<file path="src/hw/rtl/veg_pkg.sv">
`default_nettype none

package veg_pkg;

  localparam int MAX_BLOCK  = 1024;
  localparam int SAMPLE_W   = 16;
  localparam int SQ_W       = 2 * SAMPLE_W;
  localparam int CNT_W      = $clog2(MAX_BLOCK + 1);
  localparam int SUM_W      = SQ_W + CNT_W - 2;
  localparam int DIV_CNT_W  = $clog2(SUM_W + 1);
  localparam int THR_W      = 31;
  localparam int MEAN_W     = 31;
  localparam int TIME_W     = 32;
  localparam int CFG_IDX_W  = 2;
  localparam int CFG_DATA_W = 32;

  localparam logic [CFG_IDX_W-1:0] REG_THRESHOLD = 2'd0;
  localparam logic [CFG_IDX_W-1:0] REG_HANG_TIME = 2'd1;
  localparam logic [CFG_IDX_W-1:0] REG_MAX_UTTER = 2'd2;

  localparam logic [THR_W-1:0]  THRESHOLD_RST = 31'd1073741824;
  localparam logic [TIME_W-1:0] HANG_TIME_RST = 32'd500;
  localparam logic [TIME_W-1:0] MAX_UTTER_RST = 32'd10000;

  typedef enum logic [4:0] {
    S_IDLE = 5'b00001,
    S_MUL  = 5'b00010,
    S_ACC  = 5'b00100,
    S_DIV  = 5'b01000,
    S_GATE = 5'b10000
  } state_t;

  // controller -> datapath
  typedef struct packed {
    logic load;
    logic square;
    logic accum;
    logic div_step;
    logic finish;
  } cmd_t;

  // datapath -> controller
  typedef struct packed {
    logic blk_end;
    logic div_done;
    logic out_free;
    logic is_open;
    logic needs_quiet;
  } status_t;

endpackage

`default_nettype wire

</file>
<file path="src/hw/rtl/veg_ctrl.sv">
`default_nettype none

module veg_ctrl (
  input  wire logic            clk,
  input  wire logic            rst_n,
  input  wire logic            in_valid,
  output logic                 in_stall,
  input  veg_pkg::status_t     st,
  output veg_pkg::cmd_t        cmd
);
  import veg_pkg::*;

  state_t state_r, state_nxt;

  always_ff @(posedge clk) begin
    if (!rst_n) begin
      state_r <= S_IDLE;
    end else begin
      state_r <= state_nxt;
    end
  end

  assign in_stall = (state_r != S_IDLE);

  always_comb begin
    state_nxt = state_r;
    cmd       = '0;
    case (state_r)
      S_IDLE: begin
        if (in_valid) begin
          cmd.load  = 1'b1;
          state_nxt = S_MUL;
        end
      end
      S_MUL: begin
        cmd.square = 1'b1;
        state_nxt  = S_ACC;
      end
      S_ACC: begin
        cmd.accum = 1'b1;
        state_nxt = st.blk_end ? S_DIV : S_IDLE;
      end
      S_DIV: begin
        if (st.div_done) begin
          state_nxt = S_GATE;
        end else begin
          cmd.div_step = 1'b1;
        end
      end
      S_GATE: begin
        // wait for room in the output register
        if (st.out_free) begin
          cmd.finish = 1'b1;
          state_nxt  = S_IDLE;
        end
      end
      default: begin
        state_nxt = S_IDLE;
      end
    endcase
  end

endmodule

`default_nettype wire

</file>
<file path="src/hw/rtl/veg_dp.sv">
`default_nettype none

module veg_dp (
  input  wire logic                                  clk,
  input  wire logic                                  rst_n,
  input  wire logic signed [veg_pkg::SAMPLE_W-1:0]   in_sample,
  input  wire logic                                  in_last_in_block,
  input  wire logic        [veg_pkg::TIME_W-1:0]     in_now_time,
  input  wire logic                                  cfg_wr,
  input  wire logic        [veg_pkg::CFG_IDX_W-1:0]  cfg_index,
  input  wire logic        [veg_pkg::CFG_DATA_W-1:0] cfg_data,
  input  veg_pkg::cmd_t                              cmd,
  output veg_pkg::status_t                           st,
  output logic                                       out_valid,
  input  wire logic                                  out_stall,
  output logic                                       out_gate_open,
  output logic             [veg_pkg::MEAN_W-1:0]     out_mean_square
);
  import veg_pkg::*;

  // configuration
  logic [THR_W-1:0]  thr_r;
  logic [TIME_W-1:0] hang_r;
  logic [TIME_W-1:0] max_r;

  // input capture and square
  logic signed [SAMPLE_W-1:0] sample_r;
  logic                       last_r;
  logic [TIME_W-1:0]          now_r;
  logic [SAMPLE_W-1:0]        mag;
  logic [SQ_W-1:0]            sq_r;

  // accumulator; shifts into the quotient during division
  logic [SUM_W-1:0]     sum_r, sum_nxt;
  logic [CNT_W-1:0]     cnt_r, cnt_nxt;
  logic [CNT_W-1:0]     rem_r, rem_nxt;
  logic [DIV_CNT_W-1:0] div_cnt_r, div_cnt_nxt;
  logic [CNT_W:0]       trial;
  logic [CNT_W:0]       trial_sub;
  logic                 trial_ge;

  // gate state
  logic              open_r, open_nxt;
  logic              nq_r, nq_nxt;
  logic [TIME_W-1:0] open_time_r, open_time_nxt;
  logic [TIME_W-1:0] lv_time_r, lv_time_nxt;
  logic [TIME_W-1:0] d_open;
  logic [TIME_W-1:0] d_voice;
  logic              voiced;

  // output register
  logic              out_valid_r, out_valid_nxt;
  logic              out_gate_r;
  logic [MEAN_W-1:0] out_mean_r;

  always_ff @(posedge clk) begin
    if (!rst_n) begin
      thr_r  <= THRESHOLD_RST;
      hang_r <= HANG_TIME_RST;
      max_r  <= MAX_UTTER_RST;
    end else if (cfg_wr) begin
      case (cfg_index)
        REG_THRESHOLD: thr_r  <= cfg_data[THR_W-1:0];
        REG_HANG_TIME: hang_r <= cfg_data[TIME_W-1:0];
        REG_MAX_UTTER: max_r  <= cfg_data[TIME_W-1:0];
        default: begin
        end
      endcase
    end
  end

  always_ff @(posedge clk) begin
    if (cmd.load) begin
      sample_r <= in_sample;
      last_r   <= in_last_in_block;
      now_r    <= in_now_time;
    end
    if (cmd.square) begin
      sq_r <= mag * mag;
    end
  end

  // two's complement negate of the most negative value gives 0x8000, as wanted
  assign mag = sample_r[SAMPLE_W-1] ? SAMPLE_W'(-sample_r) : SAMPLE_W'(sample_r);

  // restoring division, one quotient bit per cycle
  assign trial     = {rem_r, sum_r[SUM_W-1]};
  assign trial_ge  = (trial >= {1'b0, cnt_r});
  assign trial_sub = trial - {1'b0, cnt_r};

  assign voiced  = (sum_r >= SUM_W'(thr_r));
  assign d_open  = now_r - open_time_r;
  assign d_voice = now_r - lv_time_r;

  always_comb begin
    sum_nxt       = sum_r;
    cnt_nxt       = cnt_r;
    rem_nxt       = rem_r;
    div_cnt_nxt   = div_cnt_r;
    open_nxt      = open_r;
    nq_nxt        = nq_r;
    open_time_nxt = open_time_r;
    lv_time_nxt   = lv_time_r;
    out_valid_nxt = out_valid_r & out_stall;

    if (cmd.accum) begin
      sum_nxt     = sum_r + SUM_W'(sq_r);
      cnt_nxt     = cnt_r + CNT_W'(1);
      rem_nxt     = '0;
      div_cnt_nxt = '0;
    end

    if (cmd.div_step) begin
      sum_nxt     = {sum_r[SUM_W-2:0], trial_ge};
      rem_nxt     = trial_ge ? trial_sub[CNT_W-1:0] : trial[CNT_W-1:0];
      div_cnt_nxt = div_cnt_r + DIV_CNT_W'(1);
    end

    if (cmd.finish) begin
      if (open_r) begin
        if (voiced) begin
          lv_time_nxt = now_r;
        end
        // cap takes priority over hang
        if (d_open >= max_r) begin
          open_nxt      = 1'b0;
          nq_nxt        = 1'b1;
          open_time_nxt = '0;
        end else if (!voiced && (d_voice >= hang_r)) begin
          open_nxt      = 1'b0;
          open_time_nxt = '0;
        end
      end else if (nq_r) begin
        if (!voiced) begin
          nq_nxt = 1'b0;
        end
      end else if (voiced) begin
        open_nxt      = 1'b1;
        open_time_nxt = now_r;
        lv_time_nxt   = now_r;
      end
      sum_nxt       = '0;
      cnt_nxt       = '0;
      out_valid_nxt = 1'b1;
    end
  end

  always_ff @(posedge clk) begin
    if (!rst_n) begin
      sum_r       <= '0;
      cnt_r       <= '0;
      open_r      <= 1'b0;
      nq_r        <= 1'b0;
      open_time_r <= '0;
      lv_time_r   <= '0;
      out_valid_r <= 1'b0;
      div_cnt_r   <= '0;
    end else begin
      sum_r       <= sum_nxt;
      cnt_r       <= cnt_nxt;
      open_r      <= open_nxt;
      nq_r        <= nq_nxt;
      open_time_r <= open_time_nxt;
      lv_time_r   <= lv_time_nxt;
      out_valid_r <= out_valid_nxt;
      div_cnt_r   <= div_cnt_nxt;
    end
  end

  always_ff @(posedge clk) begin
    rem_r <= rem_nxt;
    if (cmd.finish) begin
      out_gate_r <= open_nxt;
      out_mean_r <= sum_r[MEAN_W-1:0];
    end
  end

  assign st.blk_end     = last_r || (cnt_r == CNT_W'(MAX_BLOCK - 1));
  assign st.div_done    = (div_cnt_r == DIV_CNT_W'(SUM_W));
  assign st.out_free    = !out_valid_r || !out_stall;
  assign st.is_open     = open_r;
  assign st.needs_quiet = nq_r;

  assign out_valid       = out_valid_r;
  assign out_gate_open   = out_gate_r;
  assign out_mean_square = out_mean_r;

endmodule

`default_nettype wire

</file>
<file path="src/hw/rtl/vox_energy_gate.sv">
// Each sample is loaded, squared and accumulated; in_stall holds off the next sample.
// A block-end sample then goes through the bit-serial divider (one quotient bit per
// cycle over the 41-bit energy sum) and the gate decision, which registers the result.
// A waiting result does not block input; only the next block end waits for the output.
// Reset (rst_n low, synchronous): gate closed and armed, sums and counts cleared,
// registers back to defaults (threshold 2^30, hang 500 ms, max utterance 10000 ms).
`default_nettype none

module vox_energy_gate (
  input  wire logic                                  clk,
  input  wire logic                                  rst_n,
  input  wire logic                                  in_valid,
  output logic                                       in_stall,
  input  wire logic signed [veg_pkg::SAMPLE_W-1:0]   in_sample,
  input  wire logic                                  in_last_in_block,
  input  wire logic        [veg_pkg::TIME_W-1:0]     in_now_time,
  output logic                                       out_valid,
  input  wire logic                                  out_stall,
  output logic                                       out_gate_open,
  output logic             [veg_pkg::MEAN_W-1:0]     out_mean_square,
  input  wire logic                                  cfg_valid,
  output logic                                       cfg_ready,
  input  wire logic        [veg_pkg::CFG_IDX_W-1:0]  cfg_index,
  input  wire logic        [veg_pkg::CFG_DATA_W-1:0] cfg_data
);
  import veg_pkg::*;

  cmd_t    cmd;
  status_t st;

  assign cfg_ready = 1'b1;

  veg_ctrl u_ctrl (
    .clk      (clk),
    .rst_n    (rst_n),
    .in_valid (in_valid),
    .in_stall (in_stall),
    .st       (st),
    .cmd      (cmd)
  );

  veg_dp u_dp (
    .clk              (clk),
    .rst_n            (rst_n),
    .in_sample        (in_sample),
    .in_last_in_block (in_last_in_block),
    .in_now_time      (in_now_time),
    .cfg_wr           (cfg_valid && cfg_ready),
    .cfg_index        (cfg_index),
    .cfg_data         (cfg_data),
    .cmd              (cmd),
    .st               (st),
    .out_valid        (out_valid),
    .out_stall        (out_stall),
    .out_gate_open    (out_gate_open),
    .out_mean_square  (out_mean_square)
  );

`ifndef SYNTHESIS
  a_finish_has_room: assert property (@(posedge clk) disable iff (!rst_n)
    cmd.finish |-> st.out_free)
    else $error("block result written while output register is occupied");

  a_valid_from_finish: assert property (@(posedge clk) disable iff (!rst_n)
    $rose(out_valid) |-> $past(cmd.finish))
    else $error("result appeared without a block decision");

  a_open_excl_quiet: assert property (@(posedge clk) disable iff (!rst_n)
    !(st.is_open && st.needs_quiet))
    else $error("gate open while a quiet block is still required");
`endif

endmodule

`default_nettype wire
</file>
<file path="config.mk">
export PLATFORM = sky130hd
export DESIGN_NAME = vox_energy_gate
export DESIGN_NICKNAME = d
export VERILOG_FILES = /design/src/hw/rtl/veg_pkg.sv /design/src/hw/rtl/veg_ctrl.sv /design/src/hw/rtl/veg_dp.sv /design/src/hw/rtl/vox_energy_gate.sv
export SDC_FILE = /design/constraint.sdc
export NUM_CORES = 1
export LEC_CHECK = 0
export BUFFER_PORTS_ARGS = -buffer_cell sky130_fd_sc_hd__buf_2
export CAP_MARGIN = 10
export CORE_UTILIZATION = 44
export CTS_BUF_LIST = sky130_fd_sc_hd__clkbuf_2
export DETAILED_ROUTE_END_ITERATION = 10
export GPL_TIMING_DRIVEN = 0
export SLEW_MARGIN = 30
export SYNTH_ARGS = -nofsm -noshare
export SYNTH_HDL_FRONTEND = slang
export SYNTH_SLANG_ARGS = --single-unit
</file>
<file path="constraint.sdc">
create_clock -name clk -period 17.43 [get_ports clk]
set_input_delay 2.6145 -clock clk [delete_from_list [all_inputs] [get_ports clk]]
set_output_delay 2.6145 -clock clk [all_outputs]
set_load 0.005 [all_outputs]
</file>
==> qor.yml, run 1 <==
outcome: "completed"
synth_ff_type: "dfxtp_1"
drv_slew: 0
dpl.hpwl_mm: 58.8
grt.overflow.total: 0
ys_warn_count: 0
netlist_area_um2: 27600
syn_to_final_growth_pct: 10.1
grt_pass1_wl_mm: 115
yosysSeqAreaShare_pct: 29.7
rrSetupSlack_ns: 7.48
slowest_stage: "xor2_1"
drcViolationCount: 0
vias: 22100
timing.rr.start: "u_dp.sample_r[0]$_DFFE_PP_"
io_pins: 123
routed_wl_mm: 73.0
grt_use_met3_pct: 3.84
coreArea_um2: 61800
start_util_pct: 44.7
grt_util_met1_pct: 32.7
cp.required_ns: 18.40
worst_pin_slew_ns: 1.03
setup_viol: 0
cts_num_sinks: 348
grt_antenna_before_repair: 5
die_area_um2: 63800
r2r_end: "u_dp.sq_r[30]$_DFFE_PP_"
finalClockSkew_ns: 0.154
endpoint: "u_dp.sq_r[30]$_DFFE_PP_"
end_kind: "flop"
wl_per_cell_um: 17.4
crit_type: "reg -> reg"
path_clk_slew_ns: 0.11
busiest_layer: "met2"
die_y_um: 253
first_pass_iters: 6
synth-seq-cells: 348
startpoint: "u_dp.sample_r[0]$_DFFE_PP_"
drv_cap: 0
clockRootBuffer: "clkbuf_2"
startpoint_type: "flop"
r2r_cells: 31
fin_crit_sh_pct: 57.1
fmax_mhz: 101
finalHoldViolCount: 0
drtIter0Drc: 1466
rsz0062_at_grt: "false"
grt_max_degree: 37
viasPerCell: 5.28
post_cts_buffers: 0
use_met2_pct: 35.8
relSlewSlack_pct: 29.7
slowest_delay_ns: 0.69
fillCellCount: 5966
synth.distinct_cells: 94
fin_hold_ws_ns: 0.424
gp_congestion: 0.916
ctsResizeCount: 0
holdBufCountCts: 0
worstHoldStart: "u_dp.sum_r[35]$_SDFFE_PP0P_"
ant_nets: 0
drive_above_1_share_pct: 10.4
grt_pass1_vias: 21800
clkLatencyLatePin_ns: 1.23
num-nets-final: 3824
synth_edf_count: 123
syn_area_per_cell_um2: 9.10
fin_crit_ns: 9.95
synthArstFlopShare_pct: 0
cp_data_arrival_time_ns: 10.92
numCtsBuffers: 97
port_buffers: 121
grt_util_all_layers_pct: 23.0
hp-class: "reg -> reg"
syn_inst: 3033
cts_htree_levels: 3
cts_tree: "built"
die_w_um: 253
cp_max_fo: 11
cts_max_path_buffers: 3
setup_tns_ns: 0
crit_top_cell: "inv_1"
num_rows: 91
==> state kept, by name, summed over array words and instances (netlist names) <==
signal                flops
u_dp.sum_r               41
u_dp.hang_r              32
u_dp.lv_time_r           32
u_dp.max_r               32
u_dp.now_r               32
u_dp.open_time_r         32
u_dp.out_mean_square     31
u_dp.sq_r                31
u_dp.thr_r               31
u_dp.sample_r            16
u_dp.cnt_r               11
u_dp.rem_r               11
u_dp.div_cnt_r            6
u_ctrl.state_r            5
u_dp.last_r               1
u_dp.nq_r                 1
u_dp.open_r               1
u_dp.out_gate_open        1
u_dp.out_valid            1
==> metal layers <==
metal	wire length [um]	vias to the layer above
met1	34700	10500
met2	32100	593
li1	-	10900
met4	1770	2
met5	9	-
met3	4330	131
==> worst min path at each step <==
stage	endpoint	slack (ns)	depth (start not counted)
4_1_cts	u_dp.sum_r[36]$_SDFFE_PP0P_	0.41	2
2_1_floorplan	u_dp.max_r[23]$_SDFFE_PN0P_	0.44	2
5_1_grt	u_dp.sum_r[36]$_SDFFE_PP0P_	0.49	2
3_5_place_dp	u_dp.hang_r[29]$_SDFFE_PN0P_	0.46	2
3_3_place_gp	u_dp.hang_r[15]$_SDFFE_PN0P_	0.45	2
6_report	u_dp.sum_r[36]$_SDFFE_PP0P_	0.42	2
==> stage by stage <==
| stage | cell area, um^2 | setup slack, ns | std cells | utilization, % |
|---|---|---|---|---|
| global route | 30400 | 6.86 | 4188 | 49.1 |
| detailed placement | 29400 | 7.41 | 4003 | 47.6 |
| CTS | 30400 | 7.55 | 4182 | 49.1 |
| floorplan | 27700 | 9.25 | 3043 | - |
| global placement | 29300 | 7.50 | 4001 | 47.4 |
| finish | 30400 | 7.48 | 4191 | 49.2 |
==> logic make-up after synthesis <==
logic type	Yosys count	synth area share, %
compound gates	679	17.0
xor+xnor	142	4.53
fa+ha+maj	471	25.9
buf+inv	541	7.52
flops	348	29.7
mux	47	1.72
other cells	2	0.0272
simple gates	803	13.6
==> cell type report <==
cell class	count	area [um^2]	area share (%)
timing repair buffer	123	661	2.17
inverter	452	1700	5.58
sequential	348	8200	27.0
buffer	89	379	1.25
clock inverter	37	248	0.815
tap	837	1050	3.45
clock buffer	142	711	2.34
antenna	9	22.5	0.0741
multi-input combinational	2154	17400	57.3
==> synthesized netlist by cell type (45+ instances only) <==
| master | number | area (um^2) |
|---|---|---|
| ha_1 | 303 | 3790 |
| a21boi_0 | 92 | 691 |
| o21ai_0 | 64 | 320 |
| nor2b_1 | 82 | 513 |
| fa_1 | 168 | 3360 |
| clkbuf_1 | 69 | 259 |
| inv_1 | 445 | 1670 |
| edfxtp_1 | 123 | 3690 |
| nor2_1 | 167 | 627 |
| a21oi_1 | 163 | 816 |
| a22oi_1 | 57 | 428 |
| nand2_1 | 341 | 1280 |
| a21o_1 | 90 | 676 |
| nand3_1 | 45 | 225 |
| dfxtp_1 | 225 | 4500 |
| xnor2_1 | 102 | 893 |
==> cells in the final DEF, fill, tap and decap left out, types with 10 or more instances in the layout <==
cell type	n
nand2_1	341
xnor2_1	102
fa_1	168
nand3_1	45
xor2_1	37
dfxtp_1	225
o31ai_1	11
or3_1	13
a211oi_1	22
a31oi_1	10
a22oi_1	57
a21o_1	90
nand4_1	27
nand2b_1	20
a21boi_0	92
and3_1	16
o21a_1	22
clkinv_1	27
mux2i_1	44
a21oi_1	163
nor2_1	166
nor3_1	25
inv_1	443
clkbuf_1	69
nor2b_1	82
ha_1	303
and2_1	13
o21bai_1	25
clkbuf_2	143
edfxtp_1	123
o21ai_0	64
buf_2	128
o211ai_1	20
conb_1	12
==> worst max-delay path: cells and delay by family (launching register included) <==
family / cells / cell delay (ns)
xor+xnor: 1 / 0.69
flops: 1 / 0.55
buf+inv: 11 / 1.84
fa+ha+maj: 8 / 3.60
simple gates: 6 / 1.48
compound gates: 5 / 1.67
Power of run 1 is not shown: default switching activity piles up to over one toggle a cycle in this logic, so the estimate is an artifact.
==> run 2: changes to the inputs <==
clock period = 8.95 ns   (was 17.43 ns; I/O delays follow)
==> qor.yml, run 2 (same netlist as run 1, synthesis figures left out) <==
cts_num_sinks: 348
end_kind: "flop"
fin_crit_ns: 8.45
place_inst: 4003
syn_to_final_growth_pct: 10.6
worstHoldStart: "in_now_time[18]"
top_layer_used: "met4"
endpoint: "u_dp.sq_r[31]$_DFFE_PP_"
final_common_cell: "inv_1"
crit_top_cell: "fa_1"
cpLargestDelayFamily: "adder cells"
drcViolationCount: 0
die_y_um: 253
cp.required_ns: 9.89
grt_antenna_before_repair: 5
port_buffers: 121
grt_util_all_layers_pct: 23.0
grt_max_degree: 37
startpoint_type: "flop"
regMostFlops: "u_dp.sum_r"
min_path_cells: 1
fin_crit_sh_pct: 94.4
num-nets-final: 3835
cp.buffers_inverters: 5
numCtsBuffers: 97
dpl.hpwl_mm: 58.8
startpoint: "u_dp.sample_r[0]$_DFFE_PP_"
rrSetupSlack_ns: 0.50
wl_met2_mm: 32.2
finalClockSkew_ns: 0.139
ant_nets: 0
grt.overflow.total: 0
drtIter0Drc: 1340
rsz0062_at_grt: "false"
die_w_um: 253
cts_max_path_buffers: 3
final_core_util_pct: 49.4
io_pins: 123
outcome: "completed"
timing.rr.start: "u_dp.sample_r[0]$_DFFE_PP_"
first_pass_iters: 6
slowest_delay_ns: 0.59
path_clk_slew_ns: 0.11
wl_per_cell_um: 17.4
cp_max_fo: 9
cts_htree_levels: 3
relSlewSlack_pct: 30.2
setup_viol: 0
clkLatencyLatePin_ns: 1.21
start_util_pct: 44.7
crit_type: "reg -> reg"
drt-met1-wl_mm: 35.3
cp.depth: 26
cp_data_arrival_time_ns: 9.40
r2r_end: "u_dp.sq_r[31]$_DFFE_PP_"
viasPerCell: 5.28
die_area_um2: 63800
coreArea_um2: 61800
gp_congestion: 0.916
drv_cap: 0
fmax_mhz: 118
routed_wl_mm: 73.1
fillCellCount: 5959
grt_pass1_vias: 21800
clockRootBuffer: "clkbuf_2"
worst_pin_slew_ns: 1.02
hp-class: "in -> reg"
largest_reg_flops: 41
r2r_cells: 26
mostFrequentLayoutCells: "inv_1 (442), nand2_1 (341), ha_1 (303), dfxtp_1 (225), fa_1 (168)"
finalHoldViolCount: 0
slowest_stage: "xor2_2"
num_rows: 91
stdcell_count: 4202
wl_met3_mm: 3.84
drv_slew: 0
grt_pass1_wl_mm: 116
vias: 22200
drive_above_1_share_pct: 11.1
cts_tree: "built"
[run 2: cell count changes in the layout (fill, tap and decap cells not counted), moves of 2 or more]
| cell | before | now |
|---|---|---|
| o31ai_2 | 0 | 2 |
| o31ai_1 | 11 | 9 |
| xor2_1 | 37 | 34 |
| inv_2 | 6 | 8 |
| buf_4 | 4 | 15 |
| clkinv_1 | 27 | 25 |
| xor2_4 | 0 | 2 |
| clkbuf_1 | 69 | 67 |
[run 2: timing repair]
item	in CTS	in global routing
hold endpoints to repair	0	0
cloned	0	0
setup endpoints to repair	16	10
buffers inserted	3	8
pin swaps	2	1
gates resized for setup	5	13
hold buffers	0	0
[run 2: area by class of cell]
cell class	count	area [um^2]	area share [%]
clock buffers	142	711	2.33
multi-input cells	2154	17500	57.3
repair buffers	134	743	2.43
flip-flops and latches	348	8200	26.8
clock inverters	37	248	0.811
plain buffers	89	384	1.26
inverters	452	1700	5.56
well taps	837	1050	3.43
diodes	9	22.5	0.0737
[run 2: through the flow]
stage	setup WS [ns]	hold WS, ns	instance area, um^2	TNS [ns]
after floorplan	0.768	0.443	27700	0
after global placement	-0.983	0.453	29300	-7.51
after detailed placement	-1.07	0.459	29400	-8.26
after CTS	0.00622	0.226	30400	0
after global routing	0.0200	0.206	30500	0
final	0.498	0.344	30500	0
[run 2: how the worst min path moves through the flow]
stage | slack [ns] | end
after global routing | 0.21 | u_dp.now_r[18]$_DFFE_PP_
after floorplan | 0.44 | u_dp.max_r[23]$_SDFFE_PN0P_
final | 0.34 | u_dp.now_r[18]$_DFFE_PP_
after global placement | 0.45 | u_dp.hang_r[15]$_SDFFE_PN0P_
after CTS | 0.23 | u_dp.now_r[19]$_DFFE_PP_
after detailed placement | 0.46 | u_dp.hang_r[29]$_SDFFE_PN0P_
[run 2: routing by layer]
layer	global-route usage [%]	vias to the layer above
li1	-	10900
met1	32.6	10600
met2	35.9	564
met3	3.87	130
met4	6.82	0
met5	0	-
Power of run 2 is left out for the same reason.
==> run 3: changes to the inputs <==
SYNTH_HIERARCHICAL = 1   (was unset)
==> qor.yml, run 3 <==
outcome: "completed"
r2r_end: "u_dp/sq_r[30]$_DFFE_PP_"
finalInstanceArea_um2: 30200
coreArea_um2: 60800
dpl.hpwl_mm: 59.7
grt.overflow.total: 0
cts_tree: "built"
mostFrequentLayoutCells: "inv_1 (463), nand2_1 (373), ha_1 (300), a21oi_1 (275), dfxtp_1 (225)"
path_clk_slew_ns: 0.09
wl_per_cell_um: 17.6
p_switching_mw: 6.14
cts_max_path_buffers: 3
num_rows: 90
startpoint_type: "flop"
seqPwrFrac_pct: 17.4
grt_pass1_vias: 22600
die_y_um: 251
cts_htree_levels: 3
start_util_pct: 44.9
timing.rr.start: "u_dp/sample_r[5]$_DFFE_PP_"
pwr-share-clk_pct: 9.8
worstHoldStart: "in_now_time[25]"
drv_slew: 0
path_cells: "or4_1 -> or4_1 -> o31a_1 -> xnor2_1 -> buf_2 -> inv_2 -> nand2_1 -> inv_1 -> fa_1 -> fa_1 -> fa_1 -> fa_1 -> fa_1 -> inv_1 -> fa_1 -> inv_1 -> ha_1 -> and4_1 -> and2_1 -> and2_1 -> a22o_1 -> o41a_1 -> a211oi_2 -> o311ai_0"
drv_cap: 0
fin_crit_ns: 8.55
viasPerCell: 5.35
syn_area_per_cell_um2: 8.82
vdd_ir_drop_max_v: 0.000647
relSlewSlack_pct: 36.5
cts_num_sinks: 348
hold_end: "u_dp/now_r[25]$_DFFE_PP_"
leakage_nw: 13.3
min_path_cells: 1
fin_crit_sh_pct: 95.5
io_pins: 123
vias: 22500
combinationalPowerShare_pct: 72.8
cp.required_ns: 9.73
grt_max_degree: 32
syn_inst: 3097
holdBufCountCts: 0
ys_warn_count: 6
netlist_area_um2: 27300
largest_reg_flops: 41
drive_above_1_share_pct: 10.1
crit_top_cell: "fa_1"
finalClockSkew_ns: 0.109
placed_area_um2: 29100
r2r_cells: 24
end_kind: "flop"
clockRootBuffer: "clkbuf_2"
fmax_mhz: 117
gp_congestion: 0.917
cp_data_arrival_time_ns: 9.33
fillCellCount: 5936
grt_pass1_wl_mm: 119
rsz0062_at_grt: "false"
port_buffers: 121
drcViolationCount: 0
internal_power_mw: 7.05
numCtsBuffers: 99
regMostFlops: "u_dp/sum_r"
num-nets-final: 3895
drtIter0Drc: 1508
slowest_delay_ns: 0.57
grt_util_all_layers_pct: 23.8
setup_viol: 0
routed_wl_mm: 74.1
syn_to_final_growth_pct: 10.7
grt_antenna_before_repair: 2
rrSetupSlack_ns: 0.40
hp-class: "in -> reg"
die_w_um: 251
finalHoldViolCount: 0
final_common_cell: "inv_1"
pre_cts_ws_ns: -0.719
crit_type: "reg -> reg"
worst_pin_slew_ns: 0.950
die_area_um2: 63100
first_pass_iters: 5
cp_max_fo: 10
ant_nets: 0
swShare_pct: 46.6
powerDensity_nw_per_um2: 437
clkLatencyLatePin_ns: 1.14
fin_ws_ns: 0.398
slowest_stage: "or4_1"
run 3: changes by cell type in the layout (fill, tap and decap cells not counted), moves of 8 or more:
cell | previous run | this run
a21boi_0 | 92 | 5
a21oi_1 | 163 | 275
a22oi_1 | 57 | 1
inv_1 | 442 | 463
nand2_1 | 341 | 373
nand4_1 | 27 | 39
nor2_1 | 166 | 216
nor2b_1 | 82 | 20
nor3_1 | 25 | 37
o2111ai_1 | 9 | 1
o21ai_0 | 63 | 106
o21bai_1 | 25 | 16
o31ai_1 | 9 | 39
run 3: timing repair:
action,CTS,global route
setup buffers,1,4
pin swaps,1,1
gates resized for setup,7,10
setup endpoints to repair,15,9
run 3: layer usage:
| metal | global-route usage, % | routed length (um) | part of all wire (%) |
|---|---|---|---|
| met1 | 33.0 | 35300 | 48 |
| met2 | 37.4 | 32800 | 44 |
| met3 | 4.22 | 3970 | 5.4 |
| met4 | 7.96 | 2060 | 2.8 |
| met5 | 0 | 0 | 0 |
run 3: stage by stage:
step           hold WS, ns  util [%]  TNS, ns  instances  power, mW
2_1_floorplan        0.436         -        0       3106       9.80
3_3_place_gp         0.445      47.6    -4.96       4009       11.7
3_5_place_dp         0.447      47.8    -5.94       4015       11.9
4_1_cts              0.231      49.5        0       4200       13.3
5_1_grt              0.225      49.7        0       4208       14.8
6_report             0.373      49.7        0       4208       13.2
run 3: worst max-delay path: cells and delay by family, from the launching register on:
kind / cells / cell delay, ns
AND/OR/NAND/NOR: 6 / 1.85
flip-flops: 1 / 0.50
AO/OA/AOI/OAI: 5 / 1.45
buffers and inverters: 5 / 0.65
adder cells (fa/ha/maj): 7 / 3.46
XOR/XNOR: 1 / 0.33
run 3: how the worst max path moves through the flow:
stage / startpoint / end / slack [ns] / cells after the start
2_1_floorplan: u_dp/sample_r[0]$_DFFE_PP_ / u_dp/sq_r[30]$_DFFE_PP_ / 1.0 / 26
3_3_place_gp: u_dp/sample_r[0]$_DFFE_PP_ / u_dp/sq_r[30]$_DFFE_PP_ / -0.66 / 26
3_5_place_dp: u_dp/sample_r[0]$_DFFE_PP_ / u_dp/sq_r[30]$_DFFE_PP_ / -0.72 / 26
4_1_cts: u_dp/sample_r[0]$_DFFE_PP_ / u_dp/sq_r[30]$_DFFE_PP_ / 0.02 / 28
5_1_grt: u_dp/sample_r[5]$_DFFE_PP_ / u_dp/sq_r[29]$_DFFE_PP_ / 0.0006 / 25
6_report: u_dp/sample_r[5]$_DFFE_PP_ / u_dp/sq_r[30]$_DFFE_PP_ / 0.40 / 24
run 3: layout make-up:
type / count / area [um^2] / area share [%]
multi-input combinational: 2197 / 17200 / 56.8
sequential: 348 / 8200 / 27.1
inverter: 471 / 1780 / 5.88
tap: 782 / 978 / 3.24
timing repair buffer: 132 / 743 / 2.46
clock buffer: 142 / 711 / 2.35
buffer: 90 / 357 / 1.18
clock inverter: 42 / 293 / 0.969
antenna: 4 / 10.0 / 0.0331
run 3: power groups by stage:
stage          clock [mW]  combinational, mW  sequential [mW]
6_report             1.29               9.61             2.30
5_1_grt              1.45               11.1             2.31
4_1_cts              1.35               9.61             2.30
3_5_place_dp            0               9.53             2.33
3_3_place_gp            0               9.35             2.33
2_1_floorplan           0               7.48             2.31
Power figures use the tool's default switching activity.
